==> src/rtl/uqr_pkg.sv <==
`timescale 1ns / 1ps
`default_nettype none
package uqr_pkg;

   localparam int RX_DEPTH_DEF  = 16;
   localparam int TX_DEPTH_DEF  = 16;
   localparam int NUM_QUERIES   = 5;
   localparam int MAX_MSG_BYTES = 5;

   localparam int TPB_W = 4;
   localparam int TMO_W = 16;
   localparam int CSR_IDX_W  = 1;
   localparam int CSR_DATA_W = 16;
   localparam int QI_W = (NUM_QUERIES > 1) ? $clog2(NUM_QUERIES) : 1;
   localparam int MJ_W = (MAX_MSG_BYTES > 1) ? $clog2(MAX_MSG_BYTES) : 1;
   localparam int LEN_W = 4;

   localparam logic [TPB_W-1:0] TPB_RESET = 4'd4;
   localparam logic [TMO_W-1:0] TMO_RESET = 16'd480;

   localparam logic [CSR_IDX_W-1:0] CSR_TICKS_PER_BIT = 1'd0;
   localparam logic [CSR_IDX_W-1:0] CSR_TIMEOUT_TICKS = 1'd1;

   typedef enum logic [2:0] {
      PH_IDLE   = 3'd0,
      PH_START  = 3'd1,
      PH_DATA   = 3'd2,
      PH_PARITY = 3'd3,
      PH_STOP   = 3'd4
   } phase_type;

   typedef enum logic [2:0] {
      ST_IDLE   = 3'd0,
      ST_FETCH  = 3'd1,
      ST_STEP   = 3'd2,
      ST_MATCH  = 3'd3,
      ST_APPEND = 3'd4,
      ST_FINISH = 3'd5
   } ctrl_state_type;

   typedef struct packed {
      logic accept;
      logic fetch;
      logic step;
      logic eval;
      logic append;
      logic finish;
   } cmd_type;

   typedef struct packed {
      logic rsp_free;
      logic match_req;
      logic q_short;
      logic q_hit;
      logic q_fit;
      logic q_last;
      logic app_last;
   } status_type;

   // Query and reply table
   localparam logic [LEN_W-1:0] QRY_LEN [NUM_QUERIES] = '{4'd2, 4'd3, 4'd2, 4'd2, 4'd3};
   localparam logic [7:0] QRY_BYTES [NUM_QUERIES][MAX_MSG_BYTES] = '{
      '{8'h51, 8'h0D, 8'h00, 8'h00, 8'h00},
      '{8'h4C, 8'h46, 8'h0D, 8'h00, 8'h00},
      '{8'h50, 8'h0D, 8'h00, 8'h00, 8'h00},
      '{8'h51, 8'h0D, 8'h00, 8'h00, 8'h00},
      '{8'h4C, 8'h45, 8'h0D, 8'h00, 8'h00}
   };
   localparam logic [LEN_W-1:0] RSP_LEN [NUM_QUERIES] = '{4'd3, 4'd2, 4'd3, 4'd3, 4'd2};
   localparam logic [7:0] RSP_BYTES [NUM_QUERIES][MAX_MSG_BYTES] = '{
      '{8'h51, 8'h32, 8'h0D, 8'h00, 8'h00},
      '{8'h41, 8'h0D, 8'h00, 8'h00, 8'h00},
      '{8'h50, 8'h46, 8'h0D, 8'h00, 8'h00},
      '{8'h51, 8'h32, 8'h0D, 8'h00, 8'h00},
      '{8'h41, 8'h0D, 8'h00, 8'h00, 8'h00}
   };

endpackage
`default_nettype wire

==> src/rtl/uqr_req_if.sv <==
`timescale 1ns / 1ps
`default_nettype none
interface uqr_req_if;
   logic valid;
   logic ready;
   logic rx_level;
   modport source (output valid, output rx_level, input ready);
   modport sink (input valid, input rx_level, output ready);
endinterface
`default_nettype wire

==> src/rtl/uqr_rsp_if.sv <==
`timescale 1ns / 1ps
`default_nettype none
interface uqr_rsp_if;
   logic valid;
   logic ready;
   logic tx_level;
   logic byte_received;
   logic reply_queued;
   modport source (output valid, output tx_level, output byte_received,
                   output reply_queued, input ready);
   modport sink (input valid, input tx_level, input byte_received,
                 input reply_queued, output ready);
endinterface
`default_nettype wire

==> src/rtl/uqr_csr_if.sv <==
`timescale 1ns / 1ps
`default_nettype none
interface uqr_csr_if;
   logic                              valid;
   logic                              ready;
   logic [uqr_pkg::CSR_IDX_W-1:0]     index;
   logic [uqr_pkg::CSR_DATA_W-1:0]    data;
   modport source (output valid, output index, output data, input ready);
   modport sink (input valid, input index, input data, output ready);
endinterface
`default_nettype wire

==> src/rtl/uqr_ctrl.sv <==
`timescale 1ns / 1ps
`default_nettype none
module uqr_ctrl (
   input  wire logic                 clock,
   input  wire logic                 reset,
   input  wire logic                 req_valid,
   output logic                      req_ready,
   input  wire uqr_pkg::status_type  status,
   output uqr_pkg::cmd_type          cmd
);

   uqr_pkg::ctrl_state_type state_ff, state_in;

   // State register
   always_ff @(posedge clock) begin
      if (reset) begin
         state_ff <= uqr_pkg::ST_IDLE;
      end else begin
         state_ff <= state_in;
      end
   end

   // Next state and commands
   always_comb begin
      state_in  = state_ff;
      cmd       = '0;
      req_ready = 1'b0;
      case (state_ff)
         uqr_pkg::ST_IDLE: begin
            req_ready = status.rsp_free;
            if (req_valid && status.rsp_free) begin
               cmd.accept = 1'b1;
               state_in   = uqr_pkg::ST_FETCH;
            end
         end
         uqr_pkg::ST_FETCH: begin
            cmd.fetch = 1'b1;
            state_in  = uqr_pkg::ST_STEP;
         end
         uqr_pkg::ST_STEP: begin
            cmd.step = 1'b1;
            state_in = uqr_pkg::ST_MATCH;
         end
         uqr_pkg::ST_MATCH: begin
            if (!status.match_req) begin
               state_in = uqr_pkg::ST_FINISH;
            end else begin
               cmd.eval = 1'b1;
               if (status.q_hit) begin
                  state_in = status.q_fit ? uqr_pkg::ST_APPEND : uqr_pkg::ST_FINISH;
               end else if (status.q_last) begin
                  state_in = uqr_pkg::ST_FINISH;
               end
            end
         end
         uqr_pkg::ST_APPEND: begin
            cmd.append = 1'b1;
            if (status.app_last) begin
               state_in = uqr_pkg::ST_FINISH;
            end
         end
         uqr_pkg::ST_FINISH: begin
            cmd.finish = 1'b1;
            state_in   = uqr_pkg::ST_IDLE;
         end
         default: begin
            state_in = uqr_pkg::ST_IDLE;
         end
      endcase
   end

endmodule
`default_nettype wire

==> src/rtl/uqr_dpath.sv <==
`timescale 1ns / 1ps
`default_nettype none
module uqr_dpath #(
   parameter int RX_DEPTH = uqr_pkg::RX_DEPTH_DEF,
   parameter int TX_DEPTH = uqr_pkg::TX_DEPTH_DEF
) (
   input  wire logic                           clock,
   input  wire logic                           reset,
   input  wire uqr_pkg::cmd_type               cmd,
   output uqr_pkg::status_type                 status,
   input  wire logic                           req_rx_level,
   output logic                                rsp_valid,
   input  wire logic                           rsp_ready,
   output logic                                rsp_tx_level,
   output logic                                rsp_byte_received,
   output logic                                rsp_reply_queued,
   input  wire logic                           csr_valid,
   input  wire logic [uqr_pkg::CSR_IDX_W-1:0]  csr_index,
   input  wire logic [uqr_pkg::CSR_DATA_W-1:0] csr_data
);

   localparam int RXC_W = $clog2(RX_DEPTH);
   localparam int TXP_W = $clog2(TX_DEPTH);
   localparam int SUM_W = TXP_W + uqr_pkg::LEN_W;
   localparam int CMP_W = RXC_W + uqr_pkg::LEN_W;
   localparam logic [RXC_W-1:0] RXC_LAST = RXC_W'(RX_DEPTH - 1);
   localparam logic [TXP_W-1:0] TXP_LAST = TXP_W'(TX_DEPTH - 1);

   // Configuration
   logic [uqr_pkg::TPB_W-1:0] tpb_ff;
   logic [uqr_pkg::TMO_W-1:0] tmo_ff;

   always_ff @(posedge clock) begin
      if (reset) begin
         tpb_ff <= uqr_pkg::TPB_RESET;
         tmo_ff <= uqr_pkg::TMO_RESET;
      end else if (csr_valid) begin
         case (csr_index)
            uqr_pkg::CSR_TICKS_PER_BIT: tpb_ff <= csr_data[uqr_pkg::TPB_W-1:0];
            uqr_pkg::CSR_TIMEOUT_TICKS: tmo_ff <= csr_data;
            default: ;
         endcase
      end
   end

   // Tick state
   logic                        rx_in_ff;
   logic                        rx_prev_ff, rx_prev_in;
   uqr_pkg::phase_type          rx_phase_ff, rx_phase_in;
   logic [uqr_pkg::TPB_W-1:0]   rx_cd_ff, rx_cd_in;
   logic [2:0]                  rx_bit_ff, rx_bit_in;
   logic [7:0]                  rx_shift_ff, rx_shift_in;
   logic [RXC_W-1:0]            rx_count_ff, rx_count_in;
   logic [uqr_pkg::TMO_W-1:0]   tmo_cnt_ff, tmo_cnt_in;
   logic                        rx_wr;
   logic [7:0]                  rx_store_ff [uqr_pkg::MAX_MSG_BYTES];
   logic                        tx_line_ff, tx_line_in;
   uqr_pkg::phase_type          tx_phase_ff, tx_phase_in;
   logic [uqr_pkg::TPB_W-1:0]   tx_cd_ff, tx_cd_in;
   logic [2:0]                  tx_bit_ff, tx_bit_in;
   logic                        tx_par_ff, tx_par_in;
   logic [TXP_W-1:0]            tx_rp_ff, tx_rp_in;
   logic [TXP_W-1:0]            tx_wp_ff;
   logic                        tx_rewind;
   logic [7:0]                  tx_mem [TX_DEPTH];
   logic [7:0]                  tx_rd_ff;
   logic                        got_in;

   // Match state
   logic [uqr_pkg::QI_W-1:0]    qi_ff;
   logic [uqr_pkg::MJ_W-1:0]    rj_ff;
   logic                        matched_ff, longer_ff;
   logic                        got_ff, queued_ff, tx_out_ff;
   logic                        rsp_valid_ff;
   logic                        rsp_tx_ff, rsp_got_ff, rsp_queued_ff;

   logic [uqr_pkg::LEN_W-1:0]   q_len, r_len;
   logic                        bytes_eq;
   logic                        clear_rx;

   // One tick of receiver, transmitter and timeout
   always_comb begin
      logic [uqr_pkg::TPB_W-1:0] rcd, tcd;
      logic                      rx, bit_val;
      rcd = (rx_cd_ff != '0) ? rx_cd_ff - 1'b1 : rx_cd_ff;
      tcd = (tx_cd_ff != '0) ? tx_cd_ff - 1'b1 : tx_cd_ff;
      rx  = rx_in_ff;
      rx_prev_in  = rx;
      rx_phase_in = rx_phase_ff;
      rx_cd_in    = rcd;
      rx_bit_in   = rx_bit_ff;
      rx_shift_in = rx_shift_ff;
      rx_count_in = rx_count_ff;
      tmo_cnt_in  = (tmo_cnt_ff != '0) ? tmo_cnt_ff - 1'b1 : tmo_cnt_ff;
      rx_wr       = 1'b0;
      got_in      = 1'b0;
      if (rcd == '0) begin
         case (rx_phase_ff)
            uqr_pkg::PH_IDLE: begin
               if (!rx && rx_prev_ff) begin
                  rx_phase_in = uqr_pkg::PH_START;
                  rx_cd_in    = uqr_pkg::TPB_W'(1);
               end
            end
            uqr_pkg::PH_START: begin
               if (!rx) begin
                  rx_phase_in = uqr_pkg::PH_DATA;
                  rx_bit_in   = 3'd0;
                  rx_shift_in = 8'h00;
                  rx_cd_in    = tpb_ff;
                  if (tmo_cnt_in == '0) begin
                     tmo_cnt_in = tmo_ff;
                  end
               end else begin
                  rx_phase_in = uqr_pkg::PH_IDLE;
                  rx_cd_in    = '0;
               end
            end
            uqr_pkg::PH_DATA: begin
               rx_shift_in[rx_bit_ff] = rx;
               rx_cd_in = tpb_ff;
               if (rx_bit_ff == 3'd7) begin
                  rx_bit_in   = 3'd0;
                  rx_phase_in = uqr_pkg::PH_PARITY;
                  rx_wr       = 1'b1;
                  rx_count_in = (rx_count_ff == RXC_LAST) ? '0 : rx_count_ff + 1'b1;
                  got_in      = 1'b1;
               end else begin
                  rx_bit_in = rx_bit_ff + 1'b1;
               end
            end
            uqr_pkg::PH_PARITY: begin
               rx_phase_in = uqr_pkg::PH_STOP;
               rx_cd_in    = tpb_ff;
            end
            default: begin
               rx_phase_in = uqr_pkg::PH_IDLE;
               rx_cd_in    = '0;
            end
         endcase
      end

      tx_line_in  = tx_line_ff;
      tx_phase_in = tx_phase_ff;
      tx_cd_in    = tcd;
      tx_bit_in   = tx_bit_ff;
      tx_par_in   = tx_par_ff;
      tx_rp_in    = tx_rp_ff;
      tx_rewind   = 1'b0;
      bit_val     = tx_rd_ff[tx_bit_ff];
      if (tcd == '0) begin
         tx_cd_in = tpb_ff;
         case (tx_phase_ff)
            uqr_pkg::PH_START: begin
               tx_line_in  = 1'b0;
               tx_bit_in   = 3'd0;
               tx_par_in   = 1'b0;
               tx_phase_in = uqr_pkg::PH_DATA;
            end
            uqr_pkg::PH_DATA: begin
               tx_line_in = bit_val;
               tx_par_in  = tx_par_ff ^ bit_val;
               if (tx_bit_ff == 3'd7) begin
                  tx_bit_in   = 3'd0;
                  tx_phase_in = uqr_pkg::PH_PARITY;
                  tx_rp_in    = (tx_rp_ff == TXP_LAST) ? '0 : tx_rp_ff + 1'b1;
               end else begin
                  tx_bit_in = tx_bit_ff + 1'b1;
               end
            end
            uqr_pkg::PH_PARITY: begin
               tx_line_in  = tx_par_ff;
               tx_phase_in = uqr_pkg::PH_STOP;
            end
            default: begin
               tx_line_in  = 1'b1;
               tx_phase_in = uqr_pkg::PH_IDLE;
            end
         endcase
      end
      // Start the next queued byte, or rewind an empty queue
      if (tx_phase_in == uqr_pkg::PH_IDLE) begin
         if (tx_rp_in < tx_wp_ff) begin
            tx_phase_in = uqr_pkg::PH_START;
         end else begin
            tx_rp_in  = '0;
            tx_rewind = 1'b1;
         end
      end
   end

   // Compare the current query against the stored prefix
   always_comb begin
      q_len    = uqr_pkg::QRY_LEN[qi_ff];
      r_len    = uqr_pkg::RSP_LEN[qi_ff];
      bytes_eq = 1'b1;
      for (int k = 0; k < uqr_pkg::MAX_MSG_BYTES; k++) begin
         if ((uqr_pkg::LEN_W'(k) < q_len) &&
             (rx_store_ff[k] != uqr_pkg::QRY_BYTES[qi_ff][k])) begin
            bytes_eq = 1'b0;
         end
      end
      status.rsp_free  = !rsp_valid_ff || rsp_ready;
      status.match_req = (rx_phase_ff == uqr_pkg::PH_IDLE) && (rx_count_ff != '0);
      status.q_short   = CMP_W'(rx_count_ff) < CMP_W'(q_len);
      status.q_hit     = !status.q_short && bytes_eq;
      status.q_fit     = SUM_W'(TX_DEPTH - 1) > (SUM_W'(tx_wp_ff) + SUM_W'(r_len));
      status.q_last    = qi_ff == uqr_pkg::QI_W'(uqr_pkg::NUM_QUERIES - 1);
      status.app_last  = (uqr_pkg::LEN_W'(rj_ff) + 1'b1) == r_len;
      clear_rx = status.match_req && (matched_ff || !longer_ff || tmo_cnt_ff == '0);
   end

   // Tick state registers
   always_ff @(posedge clock) begin
      if (reset) begin
         rx_prev_ff  <= 1'b0;
         rx_phase_ff <= uqr_pkg::PH_IDLE;
         rx_cd_ff    <= '0;
         rx_bit_ff   <= '0;
         rx_count_ff <= '0;
         tmo_cnt_ff  <= '0;
         tx_line_ff  <= 1'b1;
         tx_phase_ff <= uqr_pkg::PH_IDLE;
         tx_cd_ff    <= '0;
         tx_bit_ff   <= '0;
         tx_par_ff   <= 1'b0;
         tx_rp_ff    <= '0;
         tx_wp_ff    <= '0;
      end else if (cmd.step) begin
         rx_prev_ff  <= rx_prev_in;
         rx_phase_ff <= rx_phase_in;
         rx_cd_ff    <= rx_cd_in;
         rx_bit_ff   <= rx_bit_in;
         rx_count_ff <= rx_count_in;
         tmo_cnt_ff  <= tmo_cnt_in;
         tx_line_ff  <= tx_line_in;
         tx_phase_ff <= tx_phase_in;
         tx_cd_ff    <= tx_cd_in;
         tx_bit_ff   <= tx_bit_in;
         tx_par_ff   <= tx_par_in;
         tx_rp_ff    <= tx_rp_in;
         if (tx_rewind) begin
            tx_wp_ff <= '0;
         end
      end else if (cmd.append) begin
         tx_wp_ff <= (tx_wp_ff == TXP_LAST) ? '0 : tx_wp_ff + 1'b1;
      end else if (cmd.finish && clear_rx) begin
         rx_count_ff <= '0;
         tmo_cnt_ff  <= '0;
      end
   end

   // Assembling byte and the prefix store
   always_ff @(posedge clock) begin
      if (cmd.accept) begin
         rx_in_ff <= req_rx_level;
      end
      if (cmd.step) begin
         rx_shift_ff <= rx_shift_in;
         for (int k = 0; k < uqr_pkg::MAX_MSG_BYTES; k++) begin
            if (rx_wr && CMP_W'(rx_count_ff) == CMP_W'(k)) begin
               rx_store_ff[k] <= rx_shift_in;
            end
         end
      end
   end

   // Transmit queue memory
   always_ff @(posedge clock) begin
      if (cmd.append) begin
         tx_mem[tx_wp_ff] <= uqr_pkg::RSP_BYTES[qi_ff][rj_ff];
      end
      if (cmd.fetch) begin
         tx_rd_ff <= tx_mem[tx_rp_ff];
      end
   end

   // Query scan
   always_ff @(posedge clock) begin
      if (reset) begin
         qi_ff      <= '0;
         rj_ff      <= '0;
         matched_ff <= 1'b0;
         longer_ff  <= 1'b0;
         got_ff     <= 1'b0;
         queued_ff  <= 1'b0;
         tx_out_ff  <= 1'b1;
      end else if (cmd.step) begin
         qi_ff      <= '0;
         rj_ff      <= '0;
         matched_ff <= 1'b0;
         longer_ff  <= 1'b0;
         got_ff     <= got_in;
         queued_ff  <= 1'b0;
         tx_out_ff  <= tx_line_ff;
      end else if (cmd.eval) begin
         if (status.q_short) begin
            longer_ff <= 1'b1;
         end
         if (status.q_hit) begin
            matched_ff <= 1'b1;
         end else if (!status.q_last) begin
            qi_ff <= qi_ff + 1'b1;
         end
      end else if (cmd.append) begin
         rj_ff <= rj_ff + 1'b1;
         if (status.app_last) begin
            queued_ff <= 1'b1;
         end
      end
   end

   // Result register
   always_ff @(posedge clock) begin
      if (reset) begin
         rsp_valid_ff <= 1'b0;
      end else if (cmd.finish) begin
         rsp_valid_ff <= 1'b1;
      end else if (rsp_ready) begin
         rsp_valid_ff <= 1'b0;
      end
   end

   always_ff @(posedge clock) begin
      if (cmd.finish) begin
         rsp_tx_ff     <= tx_out_ff;
         rsp_got_ff    <= got_ff;
         rsp_queued_ff <= queued_ff;
      end
   end

   assign rsp_valid         = rsp_valid_ff;
   assign rsp_tx_level      = rsp_tx_ff;
   assign rsp_byte_received = rsp_got_ff;
   assign rsp_reply_queued  = rsp_queued_ff;

endmodule
`default_nettype wire

==> src/rtl/uart_query_responder.sv <==
// A tick transaction steps through accept, fetch, step, the query scan, the reply copy and finish.
// A new tick is accepted only back in idle with the result register free, so ticks never overlap.
// The transmit queue is one memory port, read once each tick and written once per reply byte queued.
// Reset (synchronous, active high) idles both lines and empties both buffers.
`timescale 1ns / 1ps
`default_nettype none
module uart_query_responder #(
   parameter int RX_DEPTH = uqr_pkg::RX_DEPTH_DEF,
   parameter int TX_DEPTH = uqr_pkg::TX_DEPTH_DEF
) (
   input wire logic clock,
   input wire logic reset,
   uqr_req_if.sink   req_ch,
   uqr_rsp_if.source rsp_ch,
   uqr_csr_if.sink   csr_ch
);

   uqr_pkg::cmd_type    cmd;
   uqr_pkg::status_type status;

   assign csr_ch.ready = 1'b1;

   uqr_ctrl u_ctrl (
      .clock     (clock),
      .reset     (reset),
      .req_valid (req_ch.valid),
      .req_ready (req_ch.ready),
      .status    (status),
      .cmd       (cmd)
   );

   uqr_dpath #(
      .RX_DEPTH (RX_DEPTH),
      .TX_DEPTH (TX_DEPTH)
   ) u_dpath (
      .clock             (clock),
      .reset             (reset),
      .cmd               (cmd),
      .status            (status),
      .req_rx_level      (req_ch.rx_level),
      .rsp_valid         (rsp_ch.valid),
      .rsp_ready         (rsp_ch.ready),
      .rsp_tx_level      (rsp_ch.tx_level),
      .rsp_byte_received (rsp_ch.byte_received),
      .rsp_reply_queued  (rsp_ch.reply_queued),
      .csr_valid         (csr_ch.valid),
      .csr_index         (csr_ch.index),
      .csr_data          (csr_ch.data)
   );

endmodule
`default_nettype wire

==> src/flat_wrapper.sv <==
// flat-port wrapper written by rule: the top's interface ports become plain ports
module uart_query_responder_flat 
#(
   parameter int RX_DEPTH = uqr_pkg::RX_DEPTH_DEF,
   parameter int TX_DEPTH = uqr_pkg::TX_DEPTH_DEF
)
  (clock, reset, req_ch_valid, req_ch_rx_level, req_ch_ready, rsp_ch_valid, rsp_ch_tx_level, rsp_ch_byte_received, rsp_ch_reply_queued, rsp_ch_ready, csr_ch_valid, csr_ch_index, csr_ch_data, csr_ch_ready);
  uqr_req_if req_ch_i ();
  uqr_rsp_if rsp_ch_i ();
  uqr_csr_if csr_ch_i ();
  input wire logic clock;
  input wire logic reset;
  input wire logic [$bits(req_ch_i.valid)-1:0] req_ch_valid;
  input wire logic [$bits(req_ch_i.rx_level)-1:0] req_ch_rx_level;
  output wire logic [$bits(req_ch_i.ready)-1:0] req_ch_ready;
  output wire logic [$bits(rsp_ch_i.valid)-1:0] rsp_ch_valid;
  output wire logic [$bits(rsp_ch_i.tx_level)-1:0] rsp_ch_tx_level;
  output wire logic [$bits(rsp_ch_i.byte_received)-1:0] rsp_ch_byte_received;
  output wire logic [$bits(rsp_ch_i.reply_queued)-1:0] rsp_ch_reply_queued;
  input wire logic [$bits(rsp_ch_i.ready)-1:0] rsp_ch_ready;
  input wire logic [$bits(csr_ch_i.valid)-1:0] csr_ch_valid;
  input wire logic [$bits(csr_ch_i.index)-1:0] csr_ch_index;
  input wire logic [$bits(csr_ch_i.data)-1:0] csr_ch_data;
  output wire logic [$bits(csr_ch_i.ready)-1:0] csr_ch_ready;
  assign req_ch_i.valid = req_ch_valid;
  assign req_ch_i.rx_level = req_ch_rx_level;
  assign req_ch_ready = req_ch_i.ready;
  assign rsp_ch_valid = rsp_ch_i.valid;
  assign rsp_ch_tx_level = rsp_ch_i.tx_level;
  assign rsp_ch_byte_received = rsp_ch_i.byte_received;
  assign rsp_ch_reply_queued = rsp_ch_i.reply_queued;
  assign rsp_ch_i.ready = rsp_ch_ready;
  assign csr_ch_i.valid = csr_ch_valid;
  assign csr_ch_i.index = csr_ch_index;
  assign csr_ch_i.data = csr_ch_data;
  assign csr_ch_ready = csr_ch_i.ready;
  uart_query_responder #(.RX_DEPTH(RX_DEPTH), .TX_DEPTH(TX_DEPTH)) u_core (.clock(clock), .reset(reset), .req_ch(req_ch_i), .rsp_ch(rsp_ch_i), .csr_ch(csr_ch_i));
endmodule
==> config.mk <==
export PLATFORM = sky130hd
export DESIGN_NAME = uart_query_responder_flat
export DESIGN_NICKNAME = d
export VERILOG_FILES = /design/src/rtl/uqr_pkg.sv /design/src/rtl/uqr_req_if.sv /design/src/rtl/uqr_rsp_if.sv /design/src/rtl/uqr_csr_if.sv /design/src/rtl/uqr_ctrl.sv /design/src/rtl/uqr_dpath.sv /design/src/rtl/uart_query_responder.sv /design/src/flat_wrapper.sv
export SDC_FILE = /design/constraint.sdc
export NUM_CORES = 1
export LEC_CHECK = 0
export BUFFER_PORTS_ARGS = -buffer_cell sky130_fd_sc_hd__buf_4
export CAP_MARGIN = 20
export CORE_MARGIN = 2
export CORE_UTILIZATION = 25
export DETAILED_ROUTE_END_ITERATION = 16
export GPL_TIMING_DRIVEN = 0
export MAX_ROUTING_LAYER = met4
export REMOVE_ABC_BUFFERS = 1
export SYNTH_ARGS = -nofsm -noshare
export SYNTH_HDL_FRONTEND = slang
export SYNTH_SLANG_ARGS = --single-unit
==> constraint.sdc <==
create_clock -name clock -period 10.3 [get_ports clock]
set_clock_uncertainty 0.05 [all_clocks]
set_input_delay 1.03 -clock clock [delete_from_list [all_inputs] [get_ports clock]]
set_output_delay 1.03 -clock clock [all_outputs]
set_load 0.02 [all_outputs]
==> results.sh, run 1 <==
export IMPL_min_from="u_core.u_dpath.tx_out_ff$_SDFFE_PP1P_"
export IMPL_synth_cell_types=81
export IMPL_antenna_found_initial=0
export IMPL_drt_iter0_drc=598
export IMPL_crit_fanout=7
export IMPL_gp_congestion=0.868
export IMPL_gr_usage_met3_pct=1.15
export IMPL_final_max_slew_viol_count=0
export IMPL_setup_ws_ns=6.42
export IMPL_crit_type="flip-flop to flip-flop"
export IMPL_grt_total_usage_pct=10.6
export IMPL_whs_endpoint="u_core.u_dpath.rsp_tx_level$_DFFE_PP_"
export IMPL_grt_pass1_vias=7029
export IMPL_dp_hpwl_mm=16.0
export IMPL_vdd_ir_drop_max_uv=80.1
export IMPL_rr_endpoint="u_core.u_dpath.tx_wp_ff[3]$_SDFFE_PP0P_"
export IMPL_drc=0
export IMPL_grt_use_met2_pct=17.4
export IMPL_hold_class="flip-flop to flip-flop"
export IMPL_relSlewSlack_pct=31.3
export IMPL_fillers=4482
export IMPL_vias_per_cell=4.71
export IMPL_finalHoldViolCount=0
export IMPL_die_y_um=215
export IMPL_fin_crit_sh_pct=37.7
export IMPL_cts_clk_slew_worst_paths_ns=0.06
export IMPL_combPwrFrac_pct=13.6
export IMPL_cts_tree="done"
export IMPL_p_switching_mw=0.599
export IMPL_clkPwrFrac_pct=40.8
export IMPL_synth_area_um2=11100
export IMPL_die_area_um2=46200
export IMPL_setup_viol=0
export IMPL_ys_top_cells_by_area="edfxtp_1 42%, dfxtp_1 15%, mux4_2 7.3%"
export IMPL_yosysSeqAreaShare_pct=57.4
export IMPL_ys_top_cells_by_count="155 x edfxtp_1, 96 x nand2_1, 86 x dfxtp_1, 69 x nor2_1, 62 x a21oi_1"
export IMPL_start_util_pct=25.2
export IMPL_finalSetupTns_ns=0
export IMPL_synth_top_area_share_pct=41.9
export IMPL_cts_resized_gates=0
export IMPL_clock_latency_ns=0.51
export IMPL_ys_async_sr_fraction_pct=0
export IMPL_yosysTopAreaCell="edfxtp_1"
export IMPL_power_density_nw_per_um2=185
export IMPL_cts_inserted_buffers=25
export IMPL_via_count=7303
export IMPL_avgRoutedWirePerCell_um=15.5
export IMPL_instances_no_fill=1551
export IMPL_ys_ff_latch=241
export IMPL_antenna_cells=0
export IMPL_dr_pass1_iters=9
export IMPL_syn_area_per_cell_um2=11.9
export IMPL_seqCellArea_um2=6380
export IMPL_std_cell_rows=77
export IMPL_core_area_um2=44000
export IMPL_finalCriticalPeriod_ns=3.88
export IMPL_drive_above_1_share_pct=14.2
export IMPL_worst_pin_slew_ns=1.03
export IMPL_drv_cap=0
export IMPL_place_ws_ns=6.07
export IMPL_use_met1_pct=14.1
export IMPL_nNetsFinal=993
export IMPL_grt_pass1_wl_mm=38.8
export IMPL_synth_edff_count=155
export IMPL_htreeDepth=1
export IMPL_cellLeakagePower_nw=4.31
export IMPL_power_share_sequential_pct=45.6
export IMPL_r2r_slack_ns=6.42
export IMPL_status="completed"
export IMPL_fmax_ghz=0.258
export IMPL_worstSetupStartpointType="flip-flop"
export IMPL_worstSetupEndpointType="flip-flop"
export IMPL_cp_arrival_ns=4.28
export IMPL_grt_overflow_total=0
export IMPL_postRouteAntennaNets=0
export IMPL_cts_path_max_buffers=3
export IMPL_grt_busiest_layer="met2"
export IMPL_worstPathRequired_ns=10.70
export IMPL_num_io_pins=29
export IMPL_cts_sinks=241
export IMPL_grt_max_degree=67
export IMPL_yosysWarnings=0
export IMPL_area_growth_pct=15.0
export IMPL_port_buffers=27
export IMPL_synth_main_ff_cell="edfxtp_1"
export IMPL_multi_input_area_um2=4370
export IMPL_p_int_mw=1.77
export IMPL_ctsHoldBuffers=0
export IMPL_p_sw_share_pct=25.3
export IMPL_die_w_um=215
export IMPL_post_cts_buffers=0
export IMPL_post_synth_top_count_cell="edfxtp_1"
export IMPL_whs_path_depth=0
export IMPL_syn_inst=933
export IMPL_reg2reg_depth=12
export IMPL_clockRootBuffer="clkbuf_16"
export IMPL_place_inst=1499
export IMPL_r2r_start="u_core.u_dpath.tx_bit_ff[0]$_SDFFE_PP0P_"
export IMPL_wirelength_mm=24.0
export IMPL_rsz0062_at_grt="no"
[cell usage in the layout (no fill, tap or decap), types with 6 or more instances in the layout]
cell type / n
edfxtp_1: 155
inv_1: 30
a211o_1: 7
a31oi_1: 18
mux4_2: 36
clkbuf_16: 25
a21oi_1: 62
nor2_1: 69
nor3_1: 24
a21o_1: 10
ha_1: 29
bufinv_16: 6
xnor2_1: 6
and3_1: 7
mux2i_1: 14
or3_1: 7
nand2_1: 96
dfxtp_1: 84
nand4_1: 9
o21ai_0: 30
buf_4: 29
nor4_1: 10
and2_1: 9
a211oi_1: 7
nor2b_1: 8
nand3_1: 19
nand3b_1: 7
nand2b_1: 9
[final cells by class]
type                    instances  share of cell area [%]
well taps                     592                    5.79
repair buffers                 37                    2.35
clock inverters                17                    1.90
inverters                      31                   0.910
clock buffers                  28                    4.98
flip-flops and latches        241                    49.9
multi-input cells             605                    34.2
[layer usage]
layer	vias up	share of wire [%]
met4	0	1.8
li1	3550	-
met2	138	48
met5	-	0
met3	29	3.5
met1	3586	47
[sequential cells by signal, indices dropped and copies added, names as in the netlist, 4 cells and up]
signal / flops
u_core.u_dpath.tmo_ff: 16
u_core.u_dpath.tmo_cnt_ff: 16
u_core.u_dpath.tx_mem: 112
u_core.u_dpath.rx_store_ff: 24
u_core.u_dpath.rx_count_ff: 4
u_core.u_dpath.rx_shift_ff: 8
u_core.u_dpath.rx_cd_ff: 4
u_core.u_dpath.tx_wp_ff: 4
u_core.u_dpath.tx_rp_ff: 4
u_core.u_dpath.tpb_ff: 4
u_core.u_dpath.tx_rd_ff: 7
u_core.u_dpath.tx_cd_ff: 4
[metrics by stage]
stage | hold slack, ns | power, mW | area, um2 | util, %
after CTS | 0.390 | 2.39 | 12700 | 28.9
after floorplan | 0.358 | 1.33 | 10800 | -
after detailed placement | 0.374 | 1.42 | 11900 | 26.9
after global placement | 0.366 | 1.42 | 11800 | 26.8
final | 0.383 | 2.37 | 12800 | 29.0
after global routing | 0.404 | 2.47 | 12800 | 29.0
[worst max-delay path by stage]
| stage | startpoint | endpoint | slack (ns) | cells after the start |
|---|---|---|---|---|
| after floorplan | u_core.u_dpath.tx_rp_ff[0]$_SDFFE_PP0P_ | u_core.u_dpath.tx_wp_ff[0]$_SDFFE_PP0P_ | 7.01 | 9 |
| after global placement | u_core.u_ctrl.state_ff[2]$_SDFFE_PP0P_ | u_core.u_dpath.tmo_cnt_ff[10]$_SDFFE_PP0P_ | 6.06 | 6 |
| after detailed placement | u_core.u_ctrl.state_ff[2]$_SDFFE_PP0P_ | u_core.u_dpath.tmo_cnt_ff[3]$_SDFFE_PP0P_ | 6.07 | 6 |
| after CTS | u_core.u_ctrl.state_ff[2]$_SDFFE_PP0P_ | u_core.u_dpath.tmo_cnt_ff[3]$_SDFFE_PP0P_ | 6.06 | 6 |
| after global routing | u_core.u_dpath.tx_bit_ff[0]$_SDFFE_PP0P_ | u_core.u_dpath.tx_wp_ff[3]$_SDFFE_PP0P_ | 6.13 | 12 |
| final | u_core.u_dpath.tx_bit_ff[0]$_SDFFE_PP0P_ | u_core.u_dpath.tx_wp_ff[3]$_SDFFE_PP0P_ | 6.42 | 12 |
[worst max-delay path, cell delays in order (launching register included)]
cell	delay, ns
dfxtp_1	0.48
ha_1	0.21
ha_1	0.18
or4bb_1	0.54
a311oi_2	0.53
mux2_2	0.42
ha_1	0.29
o21ai_0	0.16
nand2b_1	0.08
a21oi_1	0.21
a21oi_1	0.09
a21oi_1	0.37
a31o_1	0.20
[power groups by stage]
stage | Clock [mW] | Sequential (mW) | Combinational (mW)
floorplan | 0 | 1.09 | 0.237
global placement | 0 | 1.10 | 0.316
detailed placement | 0 | 1.10 | 0.317
CTS | 0.989 | 1.08 | 0.318
global route | 1.03 | 1.09 | 0.356
finish | 0.965 | 1.08 | 0.322
[logic make-up (layout without fill, tap and decap cells)]
family          after synthesis  after routing  share of synthesized area [%]
buf+inv                      87            113                           3.47
mux                          52             52                           8.76
compound gates              199            199                           11.8
xor+xnor                     10             10                          0.788
flops                       241            241                           57.4
other cells                   1              1                         0.0337
simple gates                313            313                           14.4
fa+ha+maj                    30             30                           3.35
Power figures use the tool's default switching activity.
==> run 2, diff against run 1 <==
- clock period: 10.3 -> 3.2 ns (I/O delays scaled with it)
==> run 2 against run 1 <==
Compared with the run above:
- wire length up 3.0%
- global-route usage up 0.23 points
- critical path depth is the same
==> results.sh, run 2 (synthesis gave the netlist of run 1 again) <==
export IMPL_largest_reg_flops=112
export IMPL_worstSetupStartpointType="flip-flop"
export IMPL_cellLeakagePower_nw=4.45
export IMPL_clock_latency_ns=0.51
export IMPL_fmax_ghz=0.317
export IMPL_top_register="u_core.u_dpath.tx_mem"
export IMPL_crit_type="flip-flop to flip-flop"
export IMPL_grt_total_usage_pct=10.9
export IMPL_final_common_cell="edfxtp_1"
export IMPL_fillers=4460
export IMPL_vias_per_cell=4.75
export IMPL_area_growth_pct=18.6
export IMPL_worstSetupEndpointType="flip-flop"
export IMPL_wirelength_mm=24.8
export IMPL_setup_viol=0
export IMPL_crit_fanout=5
export IMPL_start_util_pct=25.2
export IMPL_postRouteAntennaNets=0
export IMPL_relSlewSlack_pct=32.7
export IMPL_cts_sinks=241
export IMPL_port_buffers=27
export IMPL_core_area_um2=44000
export IMPL_cts_inserted_buffers=25
export IMPL_cts_clk_slew_worst_paths_ns=0.06
export IMPL_rsz0062_at_grt="yes"
export IMPL_instances_no_fill=1575
export IMPL_drc=0
export IMPL_finalInstanceArea_um2=13200
export IMPL_grt_pass1_wl_mm=39.6
export IMPL_std_cell_rows=77
export IMPL_via_count=7483
export IMPL_holdWs_ns=0.0121
export IMPL_worst_pin_slew_ns=1.00
export IMPL_finalCriticalPeriod_ns=3.15
export IMPL_die_area_um2=46200
export IMPL_die_w_um=215
export IMPL_vdd_ir_drop_max_uv=258
export IMPL_antenna_found_initial=0
export IMPL_p_total_mw=7.79
export IMPL_grt_max_degree=67
export IMPL_cts_tree="done"
export IMPL_cts_path_max_buffers=3
export IMPL_htreeDepth=1
export IMPL_die_y_um=215
export IMPL_top_regs="u_core.u_dpath.tx_mem (112), u_core.u_dpath.rx_store_ff (24)"
export IMPL_power_density_nw_per_um2=590
export IMPL_cp_arrival_ns=3.50
export IMPL_worstPathRequired_ns=3.55
export IMPL_finalHoldViolCount=0
export IMPL_place_inst=1499
export IMPL_gp_congestion=0.868
export IMPL_nNetsFinal=1017
export IMPL_drt_iter0_drc=502
export IMPL_clockRootBuffer="clkbuf_16"
export IMPL_drive_above_1_share_pct=18.2
export IMPL_num_io_pins=29
export IMPL_grt_overflow_total=0
export IMPL_dpl_cell_area_um2=11900
export IMPL_antenna_cells=0
export IMPL_status="completed"
export IMPL_dp_hpwl_mm=16.0
export IMPL_layout_common_cells="155 x edfxtp_1, 94 x nand2_1, 80 x dfxtp_1, 68 x nor2_1, 59 x a21oi_1"
export IMPL_grt_pass1_vias=7209
export IMPL_hold_class="input port to flip-flop"
export IMPL_final_max_slew_viol_count=0
export IMPL_dr_pass1_iters=4
export IMPL_post_route_util_pct=29.9
export IMPL_avgRoutedWirePerCell_um=15.7
export IMPL_drv_cap=0
export IMPL_fin_crit_sh_pct=98.4
[run 2: cell types whose count changed in the layout (fill, tap and decap cells not counted), moves of 3 or more]
| cell | change |
|---|---|
| dlygate4sd3_1 | +14 |
| buf_4 | +10 |
| dfxtp_1 | -4 |
| o21ai_2 | +4 |
| a21oi_1 | -3 |
| dfxtp_2 | +3 |
| ha_1 | -3 |
| ha_4 | +3 |
| o21ai_0 | -3 |
[run 2: worst max-delay path: stages (launching register included)]
cell and delay (ns):
dfxtp_2 0.33, inv_2 0.05, ha_4 0.26, or4bb_4 0.48
a311oi_4 0.42, mux2_4 0.36, ha_4 0.26, o21ai_2 0.04
nand2b_1 0.12, a21oi_4 0.08, a211o_1 0.25, and2_4 0.15
a22o_1 0.18
[run 2: path summary, 6_finish.rpt]
path | startpoint | end | slack (ns) | depth (start not counted)
setup / recovery | u_core.u_dpath.tx_cd_ff[0]$_SDFFE_PP0P_ | u_core.u_dpath.tx_rp_ff[2]$_SDFFE_PP0P_ | 0.05 | 12
setup reg to reg | u_core.u_dpath.tx_cd_ff[0]$_SDFFE_PP0P_ | u_core.u_dpath.tx_rp_ff[2]$_SDFFE_PP0P_ | 0.05 | 12
hold / removal | csr_ch_data[1] | u_core.u_dpath.tpb_ff[1]$_SDFFE_PP0P_ | 0.01 | 3
hold reg to reg | u_core.u_dpath.tx_out_ff$_SDFFE_PP1P_ | u_core.u_dpath.rsp_tx_level$_DFFE_PP_ | 0.38 | 0
[run 2: power breakdown]
group          switching [mW]  internal (mW)
clock network            1.20           1.92
logic                   0.707          0.485
registers               0.104           3.38
total                    2.01           5.78
[run 2: per-layer routing]
layer | vias up | global-route usage, % | wire [um]
li1 | 3591 | - | -
met1 | 3711 | 14.2 | 11400
met2 | 147 | 17.7 | 11800
met3 | 34 | 1.22 | 901
met4 | 0 | 3.43 | 581
met5 | - | - | 0
[run 2: final cells by class]
class / instances / area [um2] / area share (%)
Sequential cell: 241 / 6390 / 48.4
Multi-Input combinational cell: 606 / 4560 / 34.6
Tap cell: 592 / 741 / 5.62
Clock buffer: 28 / 637 / 4.83
Timing Repair Buffer: 60 / 495 / 3.76
Clock inverter: 17 / 243 / 1.84
Inverter: 31 / 121 / 0.920
[run 2: stage by stage]
step	setup WS (ns)	setup TNS (ns)
detailed placement	-1.03	-20.81
floorplan	-0.0889	-0.524
CTS	0.00617	0
finish	0.0504	0
global route	-0.0335	-0.215
global placement	-1.04	-25.41
[run 2: what timing repair did]
action	CTS	global route
pin swaps	7	10
resized for setup	26	24
setup buffers	9	1
hold buffers	14	0
setup endpoints to repair	62	66
endpoints found under the hold margin	15	0
gates cloned	0	1
==> run 3, diff against run 2 <==
- CORE_UTILIZATION: 25 -> 56
- PLACE_DENSITY: not set -> 0.76
- REMOVE_ABC_BUFFERS: 1 -> not set
==> run 3 against run 2 <==
Compared with the run above:
- setup slack got worse by 0.034 ns
- register-to-register slack got worse by 0.03 ns
- hold slack got worse by 0.0084 ns
- largest power group unchanged
- highest routed layer unchanged
==> results.sh, run 3 (synthesis gave the netlist of run 1 again) <==
export IMPL_status="completed"
export IMPL_cpPeakStageDelay_ns=0.47
export IMPL_clockRootBuffer="clkbuf_16"
export IMPL_std_cell_rows=51
export IMPL_area_growth_pct=16.4
export IMPL_cp_arrival_ns=3.54
export IMPL_fin_crit_sh_pct=99.5
export IMPL_power_density_nw_per_um2=611
export IMPL_crit_fanout=5
export IMPL_relSlewSlack_pct=27.4
export IMPL_drc=0
export IMPL_vias_per_cell=6.11
export IMPL_crit_chain="inv_4 > ha_4 > or4bb_4 > a311oi_4 > buf_6 > mux2_4 > ha_4 > o21ai_2 > nand2b_1 > a21oi_2 > a211o_1 > and2_4 > a22o_1"
export IMPL_cts_path_max_buffers=3
export IMPL_drive_above_1_share_pct=17.2
export IMPL_r2r_start="u_core.u_dpath.tx_cd_ff[0]$_SDFFE_PP0P_"
export IMPL_drt_met1_wl_mm=11.2
export IMPL_met2_length_mm=11.9
export IMPL_setup_ws_ns=0.0161
export IMPL_final_common_cell="edfxtp_1"
export IMPL_rr_endpoint="u_core.u_dpath.tx_rp_ff[1]$_SDFFE_PP0P_"
export IMPL_endpoint="u_core.u_dpath.tx_rp_ff[1]$_SDFFE_PP0P_"
export IMPL_worstSetupStartpointType="flip-flop"
export IMPL_critPathSlowestCell="or4bb_4"
export IMPL_place_inst=1227
export IMPL_place_ws_ns=-0.229
export IMPL_die_area_um2=21000
export IMPL_cts_sinks=241
export IMPL_nNetsFinal=1066
export IMPL_worstPathRequired_ns=3.56
export IMPL_cellLeakagePower_nw=4.51
export IMPL_reg2reg_depth=13
export IMPL_crit_top_cell="ha_4"
export IMPL_antenna_found_initial=0
export IMPL_clock_latency_ns=0.53
export IMPL_crit_type="flip-flop to flip-flop"
export IMPL_drv_cap=0
export IMPL_dp_hpwl_mm=17.1
export IMPL_routed_wl_met3_mm=1.81
export IMPL_holdWs_ns=0.00376
export IMPL_syn_nets=985
export IMPL_grt_total_usage_pct=24.8
export IMPL_wirelength_mm=25.7
export IMPL_avgRoutedWirePerCell_um=19.8
export IMPL_finalCriticalPeriod_ns=3.18
export IMPL_die_w_um=145
export IMPL_path_buf_inv=2
export IMPL_final_max_slew_viol_count=0
export IMPL_dr_pass1_iters=5
export IMPL_hold_class="input port to flip-flop"
export IMPL_rsz0062_at_grt="yes"
export IMPL_num_io_pins=29
export IMPL_p_total_mw=7.91
export IMPL_grt_pass1_vias=7357
export IMPL_worstSetupEndpointType="flip-flop"
export IMPL_top_regs="u_core.u_dpath.tx_mem (112), u_core.u_dpath.rx_store_ff (24)"
export IMPL_drt_iter0_drc=722
export IMPL_dpl_cell_area_um2=11700
export IMPL_cts_inserted_buffers=25
export IMPL_die_y_um=145
export IMPL_post_route_util_pct=66.5
export IMPL_worst_pin_slew_ns=1.08
export IMPL_antenna_cells=0
export IMPL_cp_top_family="compound AO/OA/AOI/OAI gates"
export IMPL_grt_max_degree=18
export IMPL_worstSetupStartpoint="u_core.u_dpath.tx_cd_ff[0]$_SDFFE_PP0P_"
export IMPL_start_util_pct=57.1
export IMPL_r2r_slack_ns=0.02
export IMPL_grt_overflow_total=0
export IMPL_htreeDepth=1
export IMPL_cts_clk_slew_worst_paths_ns=0.06
export IMPL_instances_no_fill=1297
export IMPL_grt_pass1_wl_mm=38.6
export IMPL_cts_tree="done"
export IMPL_top_layer_used="met4"
export IMPL_cp_depth=13
export IMPL_layout_common_cells="155 x edfxtp_1, 96 x nand2_1, 81 x dfxtp_1, 69 x nor2_1, 59 x a21oi_1"
export IMPL_finalSetupTns_ns=0
export IMPL_fmax_ghz=0.314
export IMPL_largest_reg_flops=112
export IMPL_setup_viol=0
export IMPL_finalHoldViolCount=0
export IMPL_postRouteAntennaNets=0
export IMPL_core_area_um2=19500
export IMPL_top_register="u_core.u_dpath.tx_mem"
export IMPL_gp_congestion=0.916
export IMPL_port_buffers=27
export IMPL_finalInstanceArea_um2=12900
export IMPL_via_count=7925
export IMPL_vdd_ir_drop_max_uv=450
-- run 3: cell types whose count changed in the layout (fill, tap and decap cells not counted), moves of 4 or more --
cell / previous run / this run
clkinv_1: 2 / 6
clkbuf_1: 3 / 44
dlygate4sd3_1: 14 / 9
buf_1: 0 / 5
o21ai_1: 2 / 6
buf_6: 2 / 8
-- run 3: routing by layer --
layer | up-vias | track usage (%)
met5 | - | -
met4 | 0 | 7.77
met3 | 65 | 4.08
met2 | 285 | 37.2
met1 | 3876 | 35.0
li1 | 3699 | -
-- run 3: worst min path at each step --
| stage | from | endpoint | slack [ns] | cells after the start |
|---|---|---|---|---|
| 2_1_floorplan | u_core.u_dpath.got_ff$_SDFFE_PP0P_ | u_core.u_dpath.rsp_byte_received$_DFFE_PP_ | 0.36 | 0 |
| 3_3_place_gp | u_core.u_dpath.got_ff$_SDFFE_PP0P_ | u_core.u_dpath.rsp_byte_received$_DFFE_PP_ | 0.37 | 0 |
| 3_5_place_dp | u_core.u_dpath.got_ff$_SDFFE_PP0P_ | u_core.u_dpath.rsp_byte_received$_DFFE_PP_ | 0.37 | 0 |
| 4_1_cts | csr_ch_data[0] | u_core.u_dpath.tpb_ff[0]$_SDFFE_PP0P_ | 0.001 | 3 |
| 5_1_grt | csr_ch_data[0] | u_core.u_dpath.tpb_ff[0]$_SDFFE_PP0P_ | 0.008 | 3 |
| 6_report | csr_ch_data[0] | u_core.u_dpath.tpb_ff[0]$_SDFFE_PP0P_ | 0.004 | 3 |
-- run 3: repair_timing --
action                     in CTS  in global routing
hold buffers                    9                  0
buffers inserted                3                  8
hold endpoints to repair        9                  0
setup endpoints to repair      29                 65
pin swaps                       5                 13
gates resized for setup        15                 22
-- run 3: power breakdown --
| group | internal [mW] | switching (mW) | total (mW) |
|---|---|---|---|
| sequential | 3.38 | 0.0758 | 3.45 |
| clock | 1.91 | 1.21 | 3.11 |
| combinational | 0.573 | 0.769 | 1.34 |
| total | 5.86 | 2.05 | 7.91 |
-- run 3: cell type report --
| class | count | area [um2] |
|---|---|---|
| Buffer | 56 | 269 |
| Clock buffer | 26 | 629 |
| Timing Repair Buffer | 54 | 449 |
| Sequential cell | 241 | 6390 |
| Tap cell | 265 | 332 |
| Multi-Input combinational cell | 605 | 4500 |
| Fill cell | 1400 | 6530 |
| Clock inverter | 19 | 249 |
| Inverter | 31 | 119 |
-- run 3: worst register-to-register path, cell delays in order, from the launching register on --
cell      delay [ns]
dfxtp_4         0.38
inv_4           0.05
ha_4            0.26
or4bb_4         0.47
a311oi_4        0.27
buf_6           0.16
mux2_4          0.33
ha_4            0.28
o21ai_2         0.06
nand2b_1        0.09
a21oi_2         0.07
a211o_1         0.25
and2_4          0.16
a22o_1          0.19
